`config.mk`:
```
export PLATFORM = sky130hd
export DESIGN_NAME = mse_front
export DESIGN_NICKNAME = d
export VERILOG_FILES = /design/src/sv/merge_sort_engine_unit_macros.svh /design/src/sv/mse_pkg.sv /design/src/sv/mse_front.sv
export SDC_FILE = /design/constraint.sdc
export NUM_CORES = 1
export LEC_CHECK = 0
export CORE_AREA = 8 8 45 47
export DETAILED_ROUTE_END_ITERATION = 7
export DIE_AREA = 0 0 53 55
export DONT_BUFFER_PORTS = 1
export PLACE_DENSITY_LB_ADDON = 0.1
export SYNTH_ARGS = -nofsm -noshare
export SYNTH_HDL_FRONTEND = slang
export SYNTH_SLANG_ARGS = --single-unit
```
`constraint.sdc`:
```
create_clock -name i_clk -period 1.6 [get_ports i_clk]
set_clock_uncertainty 0.15 [all_clocks]
set_input_delay 0 -clock i_clk [delete_from_list [all_inputs] [get_ports i_clk]]
set_output_delay 0 -clock i_clk [all_outputs]
set_load 0.01 [all_outputs]
```
`src/sv/merge_sort_engine_unit_macros.svh`:
```
// Assertion macros used by the merge sort engine top level.
`ifndef MERGE_SORT_ENGINE_UNIT_MACROS_SVH
`define MERGE_SORT_ENGINE_UNIT_MACROS_SVH

// Same-cycle implication, disabled while reset is held.
`define MSE_ASSERT_IMPLIES(label, clk, rst_n, ante, cons) \
    label: assert property (@(posedge clk) disable iff (!rst_n) (ante) |-> (cons)) \
        else $error("merge sort engine: same-cycle check failed");

// Next-cycle implication, disabled while reset is held.
`define MSE_ASSERT_NEXT(label, clk, rst_n, ante, cons) \
    label: assert property (@(posedge clk) disable iff (!rst_n) (ante) |=> (cons)) \
        else $error("merge sort engine: next-cycle check failed");

`endif

```
`src/sv/mse_pkg.sv`:
```
// Shared constants and types of the merge sort engine.
`timescale 1ns / 1ps

package mse_pkg;

    localparam int DATA_W        = 32;
    localparam int MAX_ITEMS_DEF = 64;
    localparam int QUEUE_DEPTH   = 2;

    // How the back end handles a queued request.
    typedef enum logic {
        K_STORE,
        K_DROP
    } t_kind;

    typedef struct packed {
        logic signed [DATA_W-1:0] value;
        t_kind                    kind;
        logic                     last;
    } t_req;

    typedef enum logic [2:0] {
        ST_LOAD,
        ST_SETUP,
        ST_MERGE,
        ST_EMIT_ADDR,
        ST_EMIT_PUT
    } t_state;

    typedef struct packed {
        t_state state;
        logic   ovf;
    } t_back_status;

endpackage

```
`src/sv/mse_front.sv`:
```
// Front end: accepts input requests and tags each as stored or dropped.
`timescale 1ns / 1ps

module mse_front #(
    parameter int MAX_ITEMS = mse_pkg::MAX_ITEMS_DEF
) (
    input  logic                               i_clk,
    input  logic                               i_rst_n,
    input  logic                               i_in_valid,
    input  logic signed [mse_pkg::DATA_W-1:0]  i_value,
    input  logic                               i_is_last,
    input  logic                               i_q_full,
    output logic                               o_in_stall,
    output logic                               o_push,
    output mse_pkg::t_req                      o_req
);

    import mse_pkg::*;

    localparam int POS_W = $clog2(MAX_ITEMS + 1);

    logic [POS_W-1:0] r_fcount;
    logic [POS_W-1:0] n_fcount;
    logic             full_list;

    assign o_in_stall = i_q_full;
    assign o_push     = i_in_valid && !i_q_full;
    assign full_list  = (r_fcount == POS_W'(MAX_ITEMS));

    // Classify the request against the room left in the list.
    always_comb begin
        o_req.value = i_value;
        o_req.kind  = full_list ? K_DROP : K_STORE;
        o_req.last  = i_is_last;
        n_fcount    = r_fcount;
        if (o_push) begin
            if (i_is_last) begin
                n_fcount = '0;
            end else if (!full_list) begin
                n_fcount = r_fcount + POS_W'(1);
            end
        end
    end

    always_ff @(posedge i_clk) begin
        if (!i_rst_n) begin
            r_fcount <= '0;
        end else begin
            r_fcount <= n_fcount;
        end
    end

endmodule

```
Word-level counts from Yosys, hierarchy flattened. Index checks and enable logic that the tools add are counted. W data, S select, Z words.

Flip-flop bits (word level): 7. Logic and storage cells: 10.

Reductions and logical operators: 3. Add/sub/neg operators: 1. Muxes and demuxes: 3. Eq/ne operators: 2.

Operator list (count): $mux W7 (2); $add A7 B1 Y7 const B (1); $eq A7 B7 Y1 const B (1); $ne A2 B2 Y1 const B (1); $reduce_and A2 Y1 (1); $logic_and A1 B1 Y1 (1); $logic_not A1 Y1 (1); $mux W1 (1).

Logic depth before layout (Yosys ltp).
Depth in word-level cells: 3. Mapped depth: 5.

Worst setup path before layout. OpenSTA, ideal clock, no wires.

Path kind: flip-flop to flip-flop. Start: register r_fcount[3]. End: register r_fcount[0]. Stages on the path, launching flop included: 4. Data arrival time: 1.298 ns. Slack: 0.077 ns. Path through: dfxtp_1 -> or4b_4 -> o31a_1 -> o22ai_1.

Word-level cells in the longest chain between the ends: 3.

RTL lines: from (decl) (RTL line mse_front.sv:22) `logic [POS_W-1:0] r_fcount;`; from (signal assigned) (RTL line mse_front.sv:49) `r_fcount <= n_fcount;`; $eq A7 B7 Y1 (RTL line mse_front.sv:28) `assign full_list = (r_fcount == POS_W'(MAX_ITEMS));`; $ne A2 B2 Y1 (no source line); $reduce_and A2 Y1 (no source line).

No other way between the ends. A chain may end at the register's enable or synchronous reset.

Worst setup path in the final report.
Start: register r_fcount[3]. End: register r_fcount[1].

The elaborated chain is that of the path after synthesis.

==> results.json <==
{
  "root_buffer": "clkbuf_4",
  "max-clock-path-buffers": 2,
  "period_minus_slack_ns": 1.58,
  "worst_pin_slew_ns": 0.335,
  "grt_pass1_vias": 671,
  "fp.dieH_um": 55,
  "hold_violations": 9,
  "placed_cell_area_sq_um": 464,
  "max_freq_ghz": 0.632,
  "grt_remaining_overflow": 0,
  "yosys_warnings": 0,
  "initial_utilization": 0.492,
  "maxSlewViolCount": 0,
  "critical-path-max-stage-delay_ns": 0.55,
  "num_vias": 610,
  "drt_first_pass_iters": 4,
  "crit_chain": "or4b_4 > o31a_1 > o22ai_1",
  "reg_top3": "r_fcount: 7 flops",
  "drt_wl_total_um": 2000,
  "synthTopCellsByCount": "buf_4 (35), dfxtp_1 (7), nand2_1 (6)",
  "cp_max_fo": 3,
  "insertion_delay_ns": 0.25,
  "rsz0062_at_grt": "true",
  "num-fill-cells": 120,
  "drt_iter0_markers": 12,
  "placed_cells": 69,
  "irDropWorstVdd_mv": 0.280,
  "die_w_um": 53,
  "yosysSeqAreaShare": 0.206,
  "register_area_sq_um": 143,
  "whs_ns": -0.168,
  "yosysTopAreaCell": "buf_4",
  "violations": "negative hold slack",
  "avgSynthCellArea_sq_um": 8.01,
  "placementRows": 14,
  "finalSetupViolCount": 0,
  "io_buffers": 0,
  "area_growth_pct": 23.9,
  "wl_met3_um": 263,
  "drive_gt1_frac": 0.130,
  "gp_congestion": 0.760,
  "drtAntennaViolNets": 0,
  "cts_tree": "done",
  "dp_hpwl_um": 1010,
  "die_area_sq_um": 2920,
  "syn_inst": 85,
  "synthFlopType": "dfxtp_1",
  "path_class": "register to register",
  "antenna_found_initial": 0,
  "final_cell_count_no_fill": 108,
  "critPathSlowestCell": "or4b_4",
  "diodes": 0,
  "drc_errors": 0,
  "final_area_sq_um": 843,
  "syn-num-nets": 124,
  "nets": 132,
  "path_buf_inv": 0,
  "dpl_worst_slack_ns": 0.0204,
  "grt_pass1_wl_um": 2800,
  "ctsHoldBuffers": 35,
  "clk_transition_reported_paths_ns": 0.05,
  "endpoint_kind": "register",
  "top_layer": "met4",
  "post-synth-top-count-cell": "buf_4",
  "path_delay_family": "simple AND/OR/NAND/NOR gates",
  "required_ns": 1.62,
  "io_pins": 73,
  "startpoint_type": "register",
  "worstPathArrival_ns": 1.61,
  "drt-met1-wl_um": 735,
  "fin_crit_sh": 0.989,
  "p_leak_nw": 0.321,
  "met2_length_um": 974,
  "synth.distinct_cells": 22,
  "p_per_area_nw_per_um2": 552,
  "core_area_sq_um": 1380,
  "top_register": "r_fcount",
  "maxCapViolations": 0,
  "cts_buffers": 3,
  "cts_sinks": 7,
  "fin_util": 0.609,
  "synth.top_cell.area_share": 0.386,
  "status": "finished with violations",
  "syn_area_sq_um": 681,
  "largest_reg_flops": 7,
  "synth_edf_count": 0,
  "crit_start": "r_fcount[3]",
  "hold_class": "primary input to register",
  "slew_headroom": 0.774,
  "htreeDepth": 1,
  "post_cts_buffers": 0,
  "grt_max_degree": 11,
  "vias_per_cell": 5.65,
  "multi_input_area_sq_um": 259,
  "netlist_top_cells_area": "buf_4 (39%), dfxtp_1 (21%), ha_1 (3.7%), a21boi_1 (3.3%), nand2_1 (3.3%)",
  "fin_ws_ns": 0.0176,
  "routedWlPerCell_um": 18.5,
  "min-delay-start": "i_is_last",
  "track_usage": 0.129,
  "async_flop_share": 0,
  "ys_ff_latch": 7,
  "reg2reg_from": "r_fcount[3]"
}
## cell type report
cell class / instances / share of cell area
repair buffers: 39 / 0.451
multi-input cells: 38 / 0.307
flip-flops and latches: 7 / 0.169
clock buffers: 4 / 0.0312
well taps: 16 / 0.0237
inverters: 4 / 0.0178
## metal layers
metal  GRT usage  vias up
li1            -      275
met1       0.125      270
met2       0.223       63
met3      0.0481        2
met4      0.0905        0
met5           0        -
## power by group
part	internal [W]	leakage, nW	switching [W]	total (W)
combinational	0.0000702	0.248	0.0000562	0.000126
clock	0.0000952	0.0150	0.0000664	0.000162
sequential	0.000176	0.0575	0.00000104	0.000177
## metrics by stage
step | TNS [ns] | power [W] | hold WS [ns]
6_report | 0 | 0.000465 | -0.168
5_1_grt | -0.0432 | 0.000494 | -0.165
4_1_cts | 0 | 0.000476 | -0.184
3_5_place_dp | 0 | 0.000207 | -0.150
3_3_place_gp | 0 | 0.000206 | -0.150
2_1_floorplan | 0 | 0.000290 | -0.0582
## worst paths after layout
check	to	slack, ns	cells after the start
worst max register to register	r_fcount[1]	0.02	3
worst max-delay path	r_fcount[1]	0.02	3
worst min register to register	r_fcount[4]	0.34	2
worst min-delay path	r_fcount[2]	-0.17	3
## worst reg2reg max path, cell delays in order, from the launching register on
cell	delay (ns)
dfxtp_2	0.32
or4b_4	0.55
o31a_1	0.31
o22ai_1	0.18
## placed cells by master (no fill, tap or decap)
cell and count:
or3_1 1, nand2_1 6, or4_1 2, o21bai_2 1, or4b_4 1, o311a_1 1
o21ai_0 2, buf_4 4, inv_1 4, dfxtp_1 5, a21boi_1 3, o311ai_0 2
clkbuf_1 1, nand3b_1 2, clkbuf_4 3, nor2_1 3, ha_1 2, nand2b_1 2
o31a_1 1, or3b_4 1, o22ai_1 3, a31oi_1 2, dlygate4sd3_1 35, nand3_1 3
dfxtp_2 2
## cells by family (layout without fill, tap and decap cells)
family,Yosys count,after routing,share of synthesized area
adders and majority gates,2,2,0.0368
AOI/OAI and AO/OA,15,15,0.164
buffers and inverters,40,47,0.414
DFF,7,7,0.206
and+or+nand+nor,21,21,0.180
## what timing repair did
| action | 4_1_cts | 5_1_grt |
|---|---|---|
| setup endpoints to repair | 0 | 2 |
| gates resized for setup | 0 | 2 |
| endpoints found under the hold margin | 41 | 9 |
Power figures use the tool's default switching activity.
