<file path="src/sv/merge_sort_engine_unit_macros.svh">
// Assertion macros used by the merge sort engine top level.
`ifndef MERGE_SORT_ENGINE_UNIT_MACROS_SVH
`define MERGE_SORT_ENGINE_UNIT_MACROS_SVH

// Same-cycle implication, disabled while reset is held.
`define MSE_ASSERT_IMPLIES(label, clk, rst_n, ante, cons) \
    label: assert property (@(posedge clk) disable iff (!rst_n) (ante) |-> (cons)) \
        else $error("merge sort engine: same-cycle check failed");

// Next-cycle implication, disabled while reset is held.
`define MSE_ASSERT_NEXT(label, clk, rst_n, ante, cons) \
    label: assert property (@(posedge clk) disable iff (!rst_n) (ante) |=> (cons)) \
        else $error("merge sort engine: next-cycle check failed");

`endif

</file>
<file path="src/sv/mse_pkg.sv">
// Shared constants and types of the merge sort engine.
`timescale 1ns / 1ps

package mse_pkg;

    localparam int DATA_W        = 32;
    localparam int MAX_ITEMS_DEF = 64;
    localparam int QUEUE_DEPTH   = 2;

    // How the back end handles a queued request.
    typedef enum logic {
        K_STORE,
        K_DROP
    } t_kind;

    typedef struct packed {
        logic signed [DATA_W-1:0] value;
        t_kind                    kind;
        logic                     last;
    } t_req;

    typedef enum logic [2:0] {
        ST_LOAD,
        ST_SETUP,
        ST_MERGE,
        ST_EMIT_ADDR,
        ST_EMIT_PUT
    } t_state;

    typedef struct packed {
        t_state state;
        logic   ovf;
    } t_back_status;

endpackage

</file>
<file path="src/sv/mse_queue.sv">
// Short request queue between the front and back ends.
`timescale 1ns / 1ps

module mse_queue (
    input  logic          i_clk,
    input  logic          i_rst_n,
    input  logic          i_push,
    input  mse_pkg::t_req i_data,
    output logic          o_full,
    input  logic          i_pop,
    output logic          o_valid,
    output mse_pkg::t_req o_data
);

    import mse_pkg::*;

    localparam int PTR_W = $clog2(QUEUE_DEPTH);
    localparam int CNT_W = $clog2(QUEUE_DEPTH + 1);

    t_req             r_entry [QUEUE_DEPTH];
    logic [PTR_W-1:0] r_wr;
    logic [PTR_W-1:0] r_rd;
    logic [CNT_W-1:0] r_cnt;
    logic             do_push;
    logic             do_pop;

    assign o_full  = (r_cnt == CNT_W'(QUEUE_DEPTH));
    assign o_valid = (r_cnt != '0);
    assign o_data  = r_entry[r_rd];
    assign do_push = i_push && !o_full;
    assign do_pop  = i_pop && o_valid;

    // Pointer and occupancy bookkeeping.
    always_ff @(posedge i_clk) begin
        if (!i_rst_n) begin
            r_wr  <= '0;
            r_rd  <= '0;
            r_cnt <= '0;
        end else begin
            if (do_push) begin
                r_wr <= (r_wr == PTR_W'(QUEUE_DEPTH - 1)) ? '0 : r_wr + PTR_W'(1);
            end
            if (do_pop) begin
                r_rd <= (r_rd == PTR_W'(QUEUE_DEPTH - 1)) ? '0 : r_rd + PTR_W'(1);
            end
            if (do_push && !do_pop) begin
                r_cnt <= r_cnt + CNT_W'(1);
            end else if (do_pop && !do_push) begin
                r_cnt <= r_cnt - CNT_W'(1);
            end
        end
    end

    // Entry storage.
    always_ff @(posedge i_clk) begin
        if (do_push) begin
            r_entry[r_wr] <= i_data;
        end
    end

endmodule

</file>
<file path="config.mk">
export PLATFORM = sky130hd
export DESIGN_NAME = mse_queue
export DESIGN_NICKNAME = d
export VERILOG_FILES = /design/src/sv/merge_sort_engine_unit_macros.svh /design/src/sv/mse_pkg.sv /design/src/sv/mse_queue.sv
export SDC_FILE = /design/constraint.sdc
export NUM_CORES = 1
export LEC_CHECK = 0
export ABC_CLOCK_PERIOD_IN_PS = 5000
export BUFFER_PORTS_ARGS = -buffer_cell sky130_fd_sc_hd__clkbuf_2
export CAP_MARGIN = 20
export CORE_MARGIN = 2
export CORE_UTILIZATION = 52
export CTS_BUF_LIST = sky130_fd_sc_hd__clkbuf_2 sky130_fd_sc_hd__clkbuf_4 sky130_fd_sc_hd__clkbuf_8
export DETAILED_ROUTE_END_ITERATION = 10
export MAX_ROUTING_LAYER = met4
export PLACE_DENSITY = 0.79
export SKIP_CTS_REPAIR_TIMING = 1
export SLEW_MARGIN = 10
export SYNTH_ARGS = -nofsm -noshare
export SYNTH_HDL_FRONTEND = slang
export SYNTH_SLANG_ARGS = --single-unit
export TNS_END_PERCENT = 1
</file>
<file path="constraint.sdc">
create_clock -name i_clk -period 5 [get_ports i_clk]
set_input_delay 0 -clock i_clk [delete_from_list [all_inputs] [get_ports i_clk]]
set_output_delay 0 -clock i_clk [all_outputs]
set_load 0.01 [all_outputs]
</file>
== After elaboration in Yosys (flattened, before gate mapping) ==
Memories as Yosys holds them, arrays and structs flattened. A register that Yosys moved wholly into a read port is not among the register bits.
Index checks and enable logic that the tools add are counted.
W data, S select, Z words.

* Register bits: 4
* Latch bits: 0
* Bits in writable memories: 68
* Bits in read-only memories: 0
* Input bits: 38
* Memories: 1

* Add/subtract/negate cells: 4
* Multiply operators: 0
* Divide/modulo/power cells: 0
* $lt $le $gt $ge: 0
* Equal/unequal tests: 1
* Shift operators: 0
* Muxes and demuxes: 8
* Bitwise logic cells: 0
* Reduce and logical (&&, ||, !) cells: 9

{| class="wikitable"
|+ Memories
! memory !! depth !! bits a word !! rd ports !! clocked after Yosys merged registers in !! wr ports !! line !! RTL
|-
| r_entry || 2 || 34 || 1 || 1 || 1 || mse_queue.sv:20 || <nowiki>t_req r_entry [QUEUE_DEPTH];</nowiki>
|}

{| class="wikitable"
|+ Operator list
! cell !! count
|-
| $mux W1 || 6
|-
| $logic_and A1 B1 Y1 || 4
|-
| $mux W2 || 2
|-
| $reduce_bool A2 Y1 || 2
|-
| $logic_not A1 Y1 || 3
|-
| $add A1 B1 Y1 const B || 2
|-
| $add A2 B1 Y2 const B || 1
|-
| $eq A2 B2 Y1 const B || 1
|-
| $sub A2 B1 Y2 const B || 1
|}

== Logic depth before layout (Yosys ltp) ==
* Depth after elaboration: 7
* Mapped depth: 7
* Gate-level depth less buffers: 7

== Least setup slack after synthesis ==
OpenSTA, ideal clock, no wires.

* Kind: register to register
* Start: reg r_cnt[0]
* End: mem r_entry[0][0] (netlist name), enable pin
* Arrival: 1.961 ns
* Path slack: 2.618 ns
* Stages on the path, launching flop included: 4
* Path buffers: 0
* Period minus slack after synthesis: 2.382 ns
* Path through: dfxtp_1 > nand2b_1 > inv_2 > nor3_2

* Longest elaborated chain between the ends: 5

{| class="wikitable"
|+ Ends and longest elaborated chain
! item !! line !! RTL
|-
| start: declaration || mse_queue.sv:23 || <nowiki>logic [CNT_W-1:0] r_cnt;</nowiki>
|-
| start signal: assignment || mse_queue.sv:47 || <nowiki>r_cnt <= r_cnt + CNT_W'(1);</nowiki>
|-
| start signal: assignment || mse_queue.sv:49 || <nowiki>r_cnt <= r_cnt - CNT_W'(1);</nowiki>
|-
| $eq A2 B2 Y1 || mse_queue.sv:27 || <nowiki>assign o_full = (r_cnt == CNT_W'(QUEUE_DEPTH));</nowiki>
|-
| named net o_full || mse_queue.sv:9 || <nowiki>output logic o_full,</nowiki>
|-
| $logic_not A1 Y1 || mse_queue.sv:30 || <nowiki>assign do_push = i_push && !o_full;</nowiki>
|-
| $logic_and A1 B1 Y1 || mse_queue.sv:30 ||
|-
| $mux W1 || mse_queue.sv:56 || <nowiki>if (do_push) begin</nowiki>
|-
| $mux W1 (not written as such) || mse_queue.sv:57 || <nowiki>r_entry[r_wr] <= i_data;</nowiki>
|-
| end: declaration || mse_queue.sv:20 ||
|}

The timed path passes the listed nets, and every way through them passes these cells.

== Worst setup path after layout ==
* Start: reg r_cnt[0]
* End: mem r_entry[0][22] (netlist name), enable pin

* Longest elaborated chain between the ends: 5

{| class="wikitable"
|+ Ends and longest elaborated chain
! item !! line
|-
| $eq A2 B2 Y1 || mse_queue.sv:27
|-
| $logic_not A1 Y1 || mse_queue.sv:30
|-
| $logic_and A1 B1 Y1 || mse_queue.sv:30
|-
| $mux W1 || mse_queue.sv:56
|-
| $mux W1 (not written as such) || mse_queue.sv:57
|}

No other way between the ends.

==> results.json <==
{
  "synth_nets": 170,
  "rsz0062_at_grt": "false",
  "grt_pass1_wl_mm": 6.99,
  "max_stage_delay_ps": 590,
  "reg2reg_depth": 4,
  "via_count": 1538,
  "firstDrtPassIters": 4,
  "utilization_pct": 73.3,
  "die_width_um": 75.9,
  "ff_latch_area_um2": 2140,
  "vias_per_cell": 4.76,
  "startpoint_type": "flop",
  "ios": 74,
  "cts_buffer_depth": 2,
  "cts_made_buffers": 9,
  "hold_class": "in2reg",
  "setup_violations": 0,
  "area_growth_pct": 37.5,
  "max_freq_mhz": 499,
  "ir_drop_mv": 0.305,
  "num-nets-final": 287,
  "antenna_left": 0,
  "antenna_found_initial": 0,
  "cp-end-kind": "flop",
  "port_buffers": 73,
  "routedWlPerCell_um": 15.5,
  "initial_core_util_pct": 53.3,
  "multi_input_area_um2": 519,
  "tightest_slew_ps": 828,
  "syn_area_um2": 2690,
  "layout_worst_path_cycle_share_pct": 40.1,
  "yosysWarnings": 0,
  "relSlewSlack_pct": 44.8,
  "nFillCells": 341,
  "dp.cells": 272,
  "first_iter_violations": 66,
  "grt_pass1_vias": 1467,
  "clkTransAtPathRegs_ps": 70,
  "power.total_mw": 1.73,
  "status": "completed",
  "slowest_stage": "nor3_4",
  "ys_types": 22,
  "slew_viol_final": 0,
  "synth_area_leaders": "edfxtp_1 (76%), mux2_2 (14%), dfxtp_1 (3.7%), buf_4 (0.84%), and2_1 (0.70%)",
  "cp.required_ps": 5010,
  "overflow": 0,
  "power_density_nw_per_um2": 468,
  "gp_congestion": 0.737,
  "antennaDiodeCount": 0,
  "fin_crit_ps": 2010,
  "drc": 0,
  "drv_cap": 0,
  "synth_top_area_cell": "edfxtp_1",
  "finClkSkew_ps": 3.85,
  "cts.sink_count": 73,
  "htree_levels": 3,
  "coreArea_um2": 5040,
  "synthCells": 131,
  "ys_seq_elements": 73,
  "grt_use_total_pct": 16.7,
  "leakagePower_nw": 1.43,
  "grt_max_degree": 35,
  "path_max_fanout": 20,
  "die_area_um2": 5760,
  "syn_avg_cell_area_um2": 20.5,
  "cp.arrival_ps": 2020,
  "synth_top_area_share_pct": 75.9,
  "die_h_um": 75.9,
  "drt-total-wl_mm": 5.01,
  "ys_seq_area_share_pct": 79.7,
  "drive_gt1_share_pct": 50.2,
  "final_cells": 323,
  "fp-row-count": 26,
  "cts_tree": "done",
  "final_area_um2": 3700,
  "critPathKind": "reg2reg",
  "clk_latency_ps": 330,
  "hold_viol_final": 0,
  "fin_setup_tns_ps": 0,
  "path_cells": "nand2b_1 > inv_2 > nor3_4 > buf_4",
  "whs_path_depth": 3,
  "clockRootBuffer": "clkbuf_8",
  "postPlaceCellArea_um2": 3140
}
## layout by cell type, fill, tap and decap left out
cell / netlist / routed
clkbuf_2: 0 / 73
edfxtp_1: 68 / 68
dlygate4sd3_1: 0 / 35
mux2_2: 34 / 34
clkbuf_8: 0 / 12
dfxtp_1: 5 / 5
and2_1: 3 / 3
xnor2_1: 2 / 2
clkinv_1: 0 / 2
buf_4: 3 / 2
or2_2: 1 / 1
nand2b_1: 1 / 1
inv_2: 1 / 1
inv_1: 1 / 1
nor2_1: 1 / 1
o21ai_1: 1 / 1
and3_2: 0 / 1
nor3_4: 0 / 1
a21boi_0: 1 / 1
o21a_1: 1 / 1
xor2_1: 1 / 1
o21ai_0: 1 / 1
or3_1: 1 / 1
a21boi_1: 1 / 1
ha_1: 1 / 1
clkbuf_4: 0 / 1
bufinv_16: 0 / 1
## logic make-up (layout without fill, tap and decap cells)
| group | Yosys count | in the layout | share of synthesized area (%) |
|---|---|---|---|
| flops | 73 | 73 | 79.7 |
| buf+inv | 6 | 128 | 1.30 |
| mux | 34 | 34 | 14.2 |
| compound gates | 5 | 5 | 1.21 |
| simple gates | 9 | 9 | 2.14 |
| fa+ha+maj | 1 | 1 | 0.465 |
| xor+xnor | 3 | 3 | 0.977 |
## sequential cells by signal, indices dropped and copies added, names as in the netlist, named ones only
signal	flops
r_entry	68
r_rd	1
r_wr	1
r_cnt	2
## stage by stage
| stage | setup WS, ps | hold slack, ps |
|---|---|---|
| after floorplan | 2620 | 98.9 |
| after detailed placement | 2970 | 194 |
| after global routing | 2840 | 48.2 |
| after CTS | 2960 | -156 |
| after global placement | 3060 | 191 |
| final | 2990 | 58.5 |
## synth_stat cells
cell type  number
inv_1           1
xor2_1          1
o21a_1          1
or2_2           1
buf_2           1
o21ai_1         1
ha_1            1
o21ai_0         1
a21boi_1        1
nor3_2          1
nand2b_1        1
nor2_1          1
dfxtp_1         5
or3_1           1
and2_1          3
a21boi_0        1
xnor2_1         2
edfxtp_1       68
buf_4           3
mux2_2         34
inv_2           1
and3_1          1
## layer usage
metal  up-vias  GRT usage (%)  share of wire (%)
met3         4           5.00                3.9
li1        740              -                  -
met4         0           7.09               0.88
met2        39           27.7                 57
met1       755           19.1                 38
met5         -              -                  0
## area by class of cell
class                   instances  area share, %
well taps                      70           2.37
repair buffers                110           19.8
inverters                       2          0.203
clock buffers                  13           4.67
clock inverters                 3           1.02
flip-flops and latches         73           57.9
multi-input cells              52           14.0
## power by group
part           internal, mW  switching, mW
Sequential            0.770         0.0341
Clock                 0.274          0.195
Combinational         0.223          0.233
## path summary, 6_finish.rpt
kind	start	slack, ps	to
worst min-delay path	i_push	60	r_wr
worst max register to register	r_cnt[0]	2990	r_entry[0][22]
worst max-delay path	r_cnt[0]	2990	r_entry[0][22]
worst min register to register	r_cnt[1]	550	r_cnt[1]
## worst max-delay path: cells and delay by family (launching register included)
kind                   cells  cell delay, ps
DFF                        1             420
and+or+nand+nor            2             770
buffers and inverters      2             480
Power figures use the tool's default switching activity.
